[src/hw/rtl/pdp_pkg.sv]
// Shared types, constants and helper functions for the polyline dash pattern block.
// Used by the controller, the datapath, the arithmetic units and the top level.
// Depends on nothing.
package pdp_pkg;

   // Pattern and walk limits.
   localparam int PATTERN_MAX = 6;
   localparam int MAX_STEPS   = 32;
   localparam int STEP_LIMIT  = (MAX_STEPS < 32) ? MAX_STEPS : 32;
   localparam int STEP_W      = $clog2(STEP_LIMIT + 1);
   localparam int CNT_W       = 6;
   localparam int LEN_W       = 34;
   localparam int SUM_W       = 68;

   // Register indexes of the configuration port.
   localparam logic [2:0] CSR_PATTERN_COUNT = 3'd6;
   localparam logic [2:0] CSR_LINE_SCALE    = 3'd7;
   localparam logic [15:0] SCALE_RESET      = 16'd256;

   typedef struct packed {
      logic signed [31:0] point_x;
      logic signed [31:0] point_y;
      logic signed [31:0] point_z;
      logic               new_polyline;
   } req_type;

   typedef struct packed {
      logic               piece_kind;
      logic signed [31:0] start_x;
      logic signed [31:0] start_y;
      logic signed [31:0] start_z;
      logic signed [31:0] end_x;
      logic signed [31:0] end_y;
      logic signed [31:0] end_z;
      logic               last_piece;
      logic               step_cap_hit;
   } rsp_type;

   typedef enum logic [1:0] {
      AXIS_X,
      AXIS_Y,
      AXIS_Z
   } axis_type;

   typedef enum logic [4:0] {
      ST_IDLE,
      ST_DECIDE,
      ST_SQ_X,
      ST_SQ_Y,
      ST_SQ_Z,
      ST_SQ_ACC,
      ST_SQRT_GO,
      ST_SQRT_WAIT,
      ST_FIX_INDEX,
      ST_LEN_ARCH,
      ST_FIX_PROG,
      ST_PASS_INIT,
      ST_WALK_LEN,
      ST_WALK_STEP,
      ST_INTERP_S_GO,
      ST_INTERP_S_WAIT,
      ST_INTERP_E_GO,
      ST_INTERP_E_WAIT,
      ST_OUT,
      ST_COMMIT
   } state_type;

   // Commands from the controller to the datapath.
   typedef struct packed {
      logic     capture;
      logic     first_store;
      logic     keep_prev;
      logic     sq_clear;
      logic     sq_mul;
      axis_type sq_axis;
      logic     sq_acc;
      logic     sqrt_start;
      logic     fix_index;
      logic     len_arch;
      logic     fix_prog;
      logic     pass_init;
      logic     walk_len;
      logic     walk_step;
      logic     pass2;
      logic     interp_start;
      logic     interp_end_sel;
      logic     take_start;
      logic     take_end;
      logic     out_load;
      logic     commit;
   } cmd_type;

   // Status from the datapath to the controller.
   typedef struct packed {
      logic is_first;
      logic cnt_zero;
      logic sqrt_done;
      logic walk_done;
      logic walk_emit;
      logic lanes_done;
      logic piece_dot;
      logic out_free;
   } status_type;

   // Pattern length scaled by the Q8.8 factor, truncated and saturated.
   function automatic logic [31:0] scaled_len(input logic [31:0] entry,
                                              input logic [15:0] scale);
      logic [31:0] mag;
      logic [47:0] prod;
      mag  = entry[31] ? (32'd0 - entry) : entry;
      prod = mag * scale;
      scaled_len = (|prod[47:40]) ? 32'hFFFF_FFFF : prod[39:8];
   endfunction

   // Next pattern index with wrap at the active count.
   function automatic logic [2:0] next_entry(input logic [2:0] e, input logic [2:0] cnt);
      logic [3:0] inc;
      inc = {1'b0, e} + 4'd1;
      next_entry = (inc >= {1'b0, cnt}) ? 3'd0 : inc[2:0];
   endfunction

endpackage

[src/hw/rtl/pdp_ctrl.sv]
// Controller state machine: sequences length, two walk passes and piece output.
// Depends on pdp_pkg for the state, command and status types.
module pdp_ctrl (
   input  logic                clock,
   input  logic                reset,
   input  logic                req_valid,
   output logic                req_ready,
   input  pdp_pkg::status_type status,
   output pdp_pkg::cmd_type    cmd
);
   import pdp_pkg::*;

   state_type state_ff, state_in;
   logic      pass2_ff, pass2_in;

   always_ff @(posedge clock) begin
      if (reset) begin
         state_ff <= ST_IDLE;
         pass2_ff <= 1'b0;
      end else begin
         state_ff <= state_in;
         pass2_ff <= pass2_in;
      end
   end

   // Next state and commands.
   always_comb begin
      state_in  = state_ff;
      pass2_in  = pass2_ff;
      req_ready = 1'b0;
      cmd       = '0;
      cmd.pass2 = pass2_ff;
      cmd.sq_axis = AXIS_X;
      case (state_ff)
         ST_IDLE: begin
            req_ready = 1'b1;
            if (req_valid) begin
               cmd.capture = 1'b1;
               state_in    = ST_DECIDE;
            end
         end
         ST_DECIDE: begin
            pass2_in = 1'b0;
            if (status.is_first) begin
               cmd.first_store = 1'b1;
               state_in        = ST_IDLE;
            end else if (status.cnt_zero) begin
               cmd.keep_prev = 1'b1;
               state_in      = ST_IDLE;
            end else begin
               cmd.sq_clear = 1'b1;
               state_in     = ST_SQ_X;
            end
         end
         ST_SQ_X: begin
            cmd.sq_mul  = 1'b1;
            cmd.sq_axis = AXIS_X;
            state_in    = ST_SQ_Y;
         end
         ST_SQ_Y: begin
            cmd.sq_mul  = 1'b1;
            cmd.sq_axis = AXIS_Y;
            cmd.sq_acc  = 1'b1;
            state_in    = ST_SQ_Z;
         end
         ST_SQ_Z: begin
            cmd.sq_mul  = 1'b1;
            cmd.sq_axis = AXIS_Z;
            cmd.sq_acc  = 1'b1;
            state_in    = ST_SQ_ACC;
         end
         ST_SQ_ACC: begin
            cmd.sq_acc = 1'b1;
            state_in   = ST_SQRT_GO;
         end
         ST_SQRT_GO: begin
            cmd.sqrt_start = 1'b1;
            state_in       = ST_SQRT_WAIT;
         end
         ST_SQRT_WAIT: begin
            if (status.sqrt_done) begin
               state_in = ST_FIX_INDEX;
            end
         end
         ST_FIX_INDEX: begin
            cmd.fix_index = 1'b1;
            state_in      = ST_LEN_ARCH;
         end
         ST_LEN_ARCH: begin
            cmd.len_arch = 1'b1;
            state_in     = ST_FIX_PROG;
         end
         ST_FIX_PROG: begin
            cmd.fix_prog = 1'b1;
            state_in     = ST_PASS_INIT;
         end
         ST_PASS_INIT: begin
            cmd.pass_init = 1'b1;
            state_in      = ST_WALK_LEN;
         end
         ST_WALK_LEN: begin
            cmd.walk_len = 1'b1;
            state_in     = ST_WALK_STEP;
         end
         ST_WALK_STEP: begin
            cmd.walk_step = 1'b1;
            if (status.walk_done) begin
               if (pass2_ff) begin
                  state_in = ST_COMMIT;
               end else begin
                  pass2_in = 1'b1;
                  state_in = ST_PASS_INIT;
               end
            end else if (pass2_ff && status.walk_emit) begin
               state_in = ST_INTERP_S_GO;
            end else begin
               state_in = ST_WALK_LEN;
            end
         end
         ST_INTERP_S_GO: begin
            cmd.interp_start = 1'b1;
            state_in         = ST_INTERP_S_WAIT;
         end
         ST_INTERP_S_WAIT: begin
            if (status.lanes_done) begin
               cmd.take_start = 1'b1;
               state_in       = status.piece_dot ? ST_OUT : ST_INTERP_E_GO;
            end
         end
         ST_INTERP_E_GO: begin
            cmd.interp_start   = 1'b1;
            cmd.interp_end_sel = 1'b1;
            state_in           = ST_INTERP_E_WAIT;
         end
         ST_INTERP_E_WAIT: begin
            if (status.lanes_done) begin
               cmd.take_end = 1'b1;
               state_in     = ST_OUT;
            end
         end
         ST_OUT: begin
            if (status.out_free) begin
               cmd.out_load = 1'b1;
               state_in     = ST_WALK_LEN;
            end
         end
         ST_COMMIT: begin
            cmd.commit = 1'b1;
            state_in   = ST_IDLE;
         end
         default: begin
            state_in = ST_IDLE;
         end
      endcase
   end
endmodule

[config.mk]
export PLATFORM = sky130hd
export DESIGN_NAME = pdp_ctrl
export DESIGN_NICKNAME = d
export VERILOG_FILES = /design/src/hw/rtl/pdp_pkg.sv /design/src/hw/rtl/pdp_ctrl.sv
export SDC_FILE = /design/constraint.sdc
export NUM_CORES = 1
export LEC_CHECK = 0
export BUFFER_PORTS_ARGS = -buffer_cell sky130_fd_sc_hd__buf_4
export CAP_MARGIN = 10
export CORE_MARGIN = 4
export CORE_UTILIZATION = 47
export DETAILED_ROUTE_END_ITERATION = 10
export PLACE_DENSITY = 0.8
export SLEW_MARGIN = 20
export SYNTH_ARGS = -nofsm -noshare
export SYNTH_HDL_FRONTEND = slang
export SYNTH_SLANG_ARGS = --single-unit
[constraint.sdc]
create_clock -name clock -period 2.2 [get_ports clock]
set_input_delay 0.11 -clock clock [delete_from_list [all_inputs] [get_ports clock]]
set_output_delay 0.11 -clock clock [all_outputs]
set_load 0.03 [all_outputs]
# Word level (Yosys, flattened, before mapping)
# Index checks and enable logic that the tools add are counted.
[word_totals]
reg_bits = 6
in_bits = 11
wordCells = 73
[classes]
n_eq_ne = 25
n_mux = 39
reduce_logical = 7
[op_table]
columns = ["op", "n"]
rows = [
  ["$pmux W5 S19", 1],
  ["$eq A5 B4 Y1 const B", 8],
  ["$mux W5", 8],
  ["$mux W1", 23],
  ["$eq A5 B3 Y1 const B", 4],
  ["$eq A5 B5 Y1 const B", 4],
  ["$ne A2 B2 Y1 const B", 6],
  ["$eq A5 B2 Y1 const B", 2],
  ["$pmux W3 S3", 1],
  ["$mux W2", 4],
  ["$eq A5 B1 Y1 const B", 1],
  ["$logic_not A5 Y1", 1],
  ["$reduce_and A5 Y1", 1],
  ["$mux W3", 1],
  ["$reduce_or A3 Y1", 1],
  ["$pmux W1 S2", 1],
  ["$reduce_and A2 Y1", 1],
  ["$reduce_bool A2 Y1", 1],
  ["$reduce_or A2 Y1", 1],
  ["$logic_and A1 B1 Y1", 1],
]

# Longest topological paths before layout
# Gate-level depths: netlist (run 1).
[depth]
depth_word = 4
mapped_depth = 6
ltp_nobuf = 4

# Worst setup path before layout (run 1)
# No wires, ideal clock.
[synth_path]
path_type = "register -> register"
start = "register state_ff[2]"
end = "register state_ff[1]"
setup_ns = 0.059
arrival_ns = 2.114
required_time_ns = 2.141
slack_ns = 0.027
stages_incl_launch_ff = 5
period_less_slack_ns = 2.173
cell_sequence = "dfxtp_1 > or3_1 > nor4_1 > or4_1 > a41o_1"
[synth_via]
elab_chain_cells = 3
elab_cells_between_ends = 26
classes_between = "eq/ne (23); mux (1); reduce/logical (2)"
[synth_rtl]
columns = ["item", "line", "text"]
rows = [
  ["from (decl)", "pdp_ctrl.sv:13", "state_type state_ff, state_in;"],
  ["from (signal assigned)", "pdp_ctrl.sv:21", "state_ff <= state_in;"],
  ["$eq A5 B3 Y1, or another cell as far along", "pdp_ctrl.sv:34", "case (state_ff)"],
  ["$ne A2 B2 Y1 (no line)", "--", ""],
  ["$reduce_and A5 Y1 (no line)", "--", ""],
]
# Parallel ways exist; a longest one is shown, timed or not.
# A chain may end at the register's enable or synchronous reset.

==> flow_summary.json, run 1 <==
{
  "cts_max_level": 1,
  "drt_first_pass_iters": 4,
  "initial_utilization_pct": 51.6,
  "crit_type": "flip-flop to primary output",
  "yosysWarnings": 0,
  "worst-path-max-fanout": 15,
  "core_area_sq_um": 1580,
  "fin_worst_skew_ns": 0.00679,
  "grtUsageTotal_pct": 18.9,
  "ioPinCount": 34,
  "ctsRootBufferMaster": "clkbuf_4",
  "drt_drc_violations_left": 0,
  "routabilityCongestion": 0.850,
  "cp_data_arrival_time_ns": 1.90,
  "maxSlewViolCount": 0,
  "synth_async_sr_flop_share_pct": 0,
  "postCtsSetupRepairBufs": 0,
  "required_ns": 2.09,
  "syn_avg_cell_area_sq_um": 7.07,
  "final_critical_delay_including_setup_and_external_delays_ns": 2.01,
  "globalRouteOverflowTotal": 0,
  "timing_worst_slew_pin_value_ns": 0.548,
  "first_iter_violations": 23,
  "antenna_left": 0,
  "yosys.area.top_type": "dfxtp_1",
  "floorplan.die_area_sq_um": 2460,
  "clk_pin_slew_worst_paths_ns": 0.05,
  "cts_resized": 0,
  "cts.hold.buffers_added": 0,
  "largest_net_degree_at_the_start_of_global_routing": 22,
  "grt_pass1_wl_mm": 3.76,
  "clk-insertion-delay-late_ns": 0.24,
  "io_buffer_count": 33,
  "die_width_microns": 49.6,
  "synth_nets": 126,
  "hold_class": "input pin to flip-flop",
  "rows": 14,
  "tritoncts": "done",
  "timing.critical_path.to_type": "primary output",
  "synth_seq_area_share_pct": 14.8,
  "ir_worst_vdd_v": 0.000373,
  "synth.top_cell.area_share_pct": 14.8,
  "synth_edf_count": 0,
  "layout_worst_path_cycle_share_pct": 91.2,
  "fillerInstances": 142,
  "finalSetupViolations": 0,
  "final_hold_viol_count": 0,
  "antenna_found_initial": 0,
  "synthCells": 115,
  "dpl.hpwl_mm": 1.83,
  "relSlewSlack_pct": 63.4,
  "design.final.nets": 155,
  "vias_in_the_first_global_route": 833,
  "rsz_0062_raised_after_global_routing": "no",
  "p_per_area_nw_per_um2": 358,
  "max_cap_viol_count": 0,
  "status": "complete, no violations",
  "clock_sinks": 6,
  "timing.critical_path.from_type": "flip-flop",
  "synth_top_flop_cell": "dfxtp_1",
  "power.leakage_nw": 0.481,
  "ys_types": 46,
  "synth-seq-cells": 6,
  "cts-root-to-sink-buffers": 2,
  "antennaDiodeCount": 0,
  "number_of_vias_in_the_routed_layout": 963,
  "fmax_mhz": 499,
  "combined_area_of_the_multi_input_logic_cells_sq_um": 586,
  "route.detailed.vias_per_inst": 6.09,
  "finalWirelength_mm": 2.30,
  "mappedNetlistArea_sq_um": 813,
  "final.setup.tns_ns": 0,
  "floorplan.die.height_microns": 49.6,
  "layout-drive-gt1-share_pct": 33.8,
  "synthToLayoutAreaGrowth_pct": 28.5,
  "cts-buffers-inserted": 3,
  "synthTopCellsByArea": "dfxtp_1, nor2_1, nand2b_1",
  "final-seq-area_sq_um": 120,
  "fin_worst_hold_slack_ns": 0.0772,
  "drt-wirelength-per-cell_microns": 14.6
}
-- layer usage --
metal / up-vias / share of wire [%] / track usage [%]
met2: 31 / 51 / 33.3
met4: 0 / 0.74 / 6.91
met3: 2 / 5.4 / 2.11
li1: 474 / - / -
met5: - / 0 / 0
met1: 456 / 43 / 23.4
-- power breakdown --
group / switching, mW / internal (mW) / leakage [nW]
logic: 0.0823 / 0.0642 / 0.419
clock network: 0.0384 / 0.0616 / 0.0138
registers: 0.0141 / 0.113 / 0.0487
-- cells in the final DEF (no fill, tap or decap), types with 2 or more instances in the layout --
cell type and instances:
buf_4 37, nor2_1 16, nand2b_1 6, nor3_1 6, a21oi_1 6, dfxtp_1 6
nand2_1 4, nor3b_1 4, nor2b_1 4, inv_1 4, or3_1 3, a21o_1 3
or4_1 3, o32ai_1 3, clkbuf_4 3, or2_2 2, a31oi_1 2, o21bai_1 2
a41o_1 2, a22oi_1 2, o21ai_0 2
-- registers in the layout, indices dropped and copies added, names as in the netlist --
signal / flops
state_ff: 5
pass2_ff: 1
-- critical path, cell delays in order (launching register included) --
cell and delay (ns):
dfxtp_1 0.44, or3_1 0.49, or2_2 0.33, nor3b_1 0.20, buf_4 0.19
-- metrics by stage --
step	std cells	total power [mW]	setup slack, ns	instance area (sq um)	utilization, %
3_5_place_dp	155	0.274	0.255	1020	64.8
4_1_cts	158	0.379	0.194	1040	66.3
5_1_grt	158	0.398	0.0637	1040	66.3
3_3_place_gp	155	0.272	0.320	1020	64.8
6_report	158	0.374	0.194	1040	66.3
2_1_floorplan	115	0.233	0.0270	813	-
-- cell usage after synthesis (2+ instances only) --
master	n
buf_6	3
nand2b_1	6
clkbuf_1	3
a21o_1	3
o21ai_0	2
a21oi_1	6
nor3b_1	4
nand2_1	4
nor2_1	16
nor3_1	6
a31oi_1	2
inv_1	4
o21bai_1	2
nor2b_1	4
a22oi_1	2
buf_2	2
buf_4	4
or4_1	3
or2_2	2
o32ai_1	3
dfxtp_1	6
or3_1	3
a41o_1	2
-- final cells by class --
| cell class | instances | area share [%] |
|---|---|---|
| repair buffers | 37 | 26.6 |
| clock buffers | 3 | 2.16 |
| inverters | 5 | 1.80 |
| multi-input cells | 91 | 56.0 |
| well taps | 16 | 1.92 |
| flip-flops and latches | 6 | 11.5 |
-- kinds of logic (layout without fill, tap and decap cells) --
family	after synthesis	in the layout	share of synthesized area, %
DFF	6	6	14.8
AOI/OAI and AO/OA	31	31	28.5
xor gates and xnor gates	1	1	1.08
and+or+nand+nor	59	59	42.5
buffers and inverters	18	45	13.2
-- worst paths after layout --
kind | startpoint | to | slack, ns | depth (start not counted)
setup reg to reg | state_ff[1]$_SDFFE_PP0P_ | state_ff[1]$_SDFFE_PP0P_ | 0.22 | 4
hold / removal | reset | state_ff[0]$_SDFFE_PP0P_ | 0.08 | 2
hold reg to reg | pass2_ff$_SDFFE_PP0P_ | pass2_ff$_SDFFE_PP0P_ | 0.60 | 2
setup / recovery | state_ff[2]$_SDFFE_PP0P_ | cmd[19] | 0.19 | 4
(Power assumes the default switching activity.)
==> inputs of run 2 (changes only) <==
- ABC_AREA: not set -> 1
- CORE_UTILIZATION: 47 -> 46
- PLACE_DENSITY: 0.8 -> 0.79
==> flow_summary.json, run 2 <==
{
  "yosysWarnings": 0,
  "clock_sinks": 6,
  "number_of_vias_in_the_routed_layout": 995,
  "drt_first_pass_iters": 4,
  "io_buffer_count": 33,
  "finalWirelength_mm": 2.25,
  "clk_pin_slew_worst_paths_ns": 0.04,
  "first_iter_violations": 43,
  "tritoncts": "done",
  "hold_class": "input pin to flip-flop",
  "design.final.nets": 193,
  "yosysMostFrequentCell": "nand2_1",
  "fmax_mhz": 594,
  "dpl.hpwl_mm": 1.92,
  "max_cap_viol_count": 0,
  "floorplan.die_area_sq_um": 2390,
  "synth_async_sr_flop_share_pct": 0,
  "cp_data_arrival_time_ns": 1.57,
  "power.total_uw": 343,
  "antennaDiodeCount": 0,
  "fin_worst_skew_ns": 0.00180,
  "final_hold_viol_count": 0,
  "cts_resized": 0,
  "final_critical_delay_including_setup_and_external_delays_ns": 1.68,
  "synthCells": 146,
  "setup_slack_ns": 0.515,
  "p_per_area_nw_per_um2": 328,
  "synth_edf_count": 0,
  "synth_top_cells_by_count": "nand2_1, inv_1, nor2_1, nand3_1, a21oi_1",
  "status": "complete, no violations",
  "vias_in_the_first_global_route": 853,
  "timing.critical_path.from_type": "flip-flop",
  "synth_seq_area_share_pct": 15.6,
  "final_cell_mix": "nand2_1, buf_4, inv_1",
  "antenna_found_initial": 0,
  "synthToLayoutAreaGrowth_pct": 35.7,
  "crit_type": "flip-flop to primary output",
  "finalSetupViolations": 0,
  "cts_max_level": 1,
  "routabilityCongestion": 0.918,
  "largest_net_degree_at_the_start_of_global_routing": 8,
  "mappedNetlistArea_sq_um": 771,
  "drt-wirelength-per-cell_microns": 11.5,
  "layout-drive-gt1-share_pct": 32.8,
  "syn_avg_cell_area_sq_um": 5.28,
  "mostFrequentLayoutCell": "nand2_1",
  "core_area_sq_um": 1540,
  "ioPinCount": 34,
  "timing.critical_path.to_type": "primary output",
  "synth-seq-cells": 6,
  "die_width_microns": 48.9,
  "postCtsSetupRepairBufs": 0,
  "cts-buffers-inserted": 3,
  "relSlewSlack_pct": 78.6,
  "fillerInstances": 151,
  "rows": 14,
  "drt_drc_violations_left": 0,
  "synth.top_cell.area_share_pct": 21.9,
  "grt_pass1_wl_mm": 3.66,
  "ir_worst_vdd_v": 0.000357,
  "antenna_left": 0,
  "clk-insertion-delay-late_ns": 0.24,
  "floorplan.die.height_microns": 48.9,
  "initial_utilization_pct": 50.0,
  "rsz_0062_raised_after_global_routing": "no",
  "cts.hold.buffers_added": 0,
  "biggestRegsByFlops": "state_ff: 5 flops, pass2_ff: 1 flops",
  "synth_nets": 157,
  "final.setup.tns_ns": 0,
  "route.detailed.vias_per_inst": 5.08,
  "power.leakage_nw": 0.677,
  "yosys.area.top_type": "nand2_1",
  "grtUsageTotal_pct": 18.4,
  "regMostFlops": "state_ff",
  "ys_types": 21,
  "cts-root-to-sink-buffers": 2,
  "required_ns": 2.09,
  "largest_register_ff_count": 5,
  "synth_top_flop_cell": "dfxtp_1",
  "globalRouteOverflowTotal": 0,
  "ctsRootBufferMaster": "clkbuf_4",
  "pre_cts_setup_slack_ns": 0.771,
  "worst-path-max-fanout": 7,
  "timing_worst_slew_pin_value_ns": 0.318,
  "fin_worst_hold_slack_ns": 0.0682,
  "maxSlewViolCount": 0,
  "synthTopCellsByArea": "nand2_1, dfxtp_1, inv_1",
  "layout_worst_path_cycle_share_pct": 76.6
}
## run 2: cells by family (layout without fill, tap and decap cells)
logic type             Yosys count  count (layout)  share of synthesized area, %
DFF                              6               6                          15.6
AOI/OAI and AO/OA               11              11                          7.47
buffers and inverters           34              68                          17.9
and+or+nand+nor                 95              95                          59.1
## run 2: routing by layer
layer  share of wire, %  GRT usage [%]
met3                6.4           2.45
met5                  0              0
met1                 44           24.4
met2                 49           31.1
met4               0.76           4.04
## run 2: critical path: stages (launching register included)
cell     delay [ns]
dfxtp_1        0.37
nor2_2         0.29
nand2_2        0.14
nor2_2         0.12
inv_1          0.09
nor3_1         0.14
buf_4          0.18
## run 2: final timing paths
kind,from,end,slack (ns),cells past startpoint
min reg2reg,pass2_ff$_SDFFE_PP0P_,pass2_ff$_SDFFE_PP0P_,0.52,2
max,state_ff[2]$_SDFFE_PP0P_,cmd[18],0.52,6
min,reset,state_ff[4]$_SDFFE_PP0P_,0.07,2
max reg2reg,state_ff[0]$_SDFFE_PP0P_,state_ff[0]$_SDFFE_PP0P_,0.75,8
## run 2: layout make-up
class	count	area (sq um)	area share, %
Inverter	32	123	11.7
Clock buffer	3	22.5	2.15
Tap cell	16	20.0	1.91
Multi-Input combinational cell	106	513	49.0
Sequential cell	6	120	11.5
Timing Repair Buffer	33	248	23.7
## run 2: per-stage QoR
stage / instances / utilization [%] / cell area, sq um
2_1_floorplan: 146 / - / 771
3_3_place_gp: 193 / 66.4 / 1020
3_5_place_dp: 193 / 66.4 / 1020
4_1_cts: 196 / 67.9 / 1050
5_1_grt: 196 / 67.9 / 1050
6_report: 196 / 67.9 / 1050
## run 2: where the power goes
part | switching (mW) | total, mW | internal, mW | leakage (nW)
Combinational | 0.0793 | 0.126 | 0.0472 | 0.614
Clock | 0.0349 | 0.0962 | 0.0614 | 0.0138
Sequential | 0.00757 | 0.120 | 0.113 | 0.0486
Total | 0.122 | 0.343 | 0.221 | 0.677
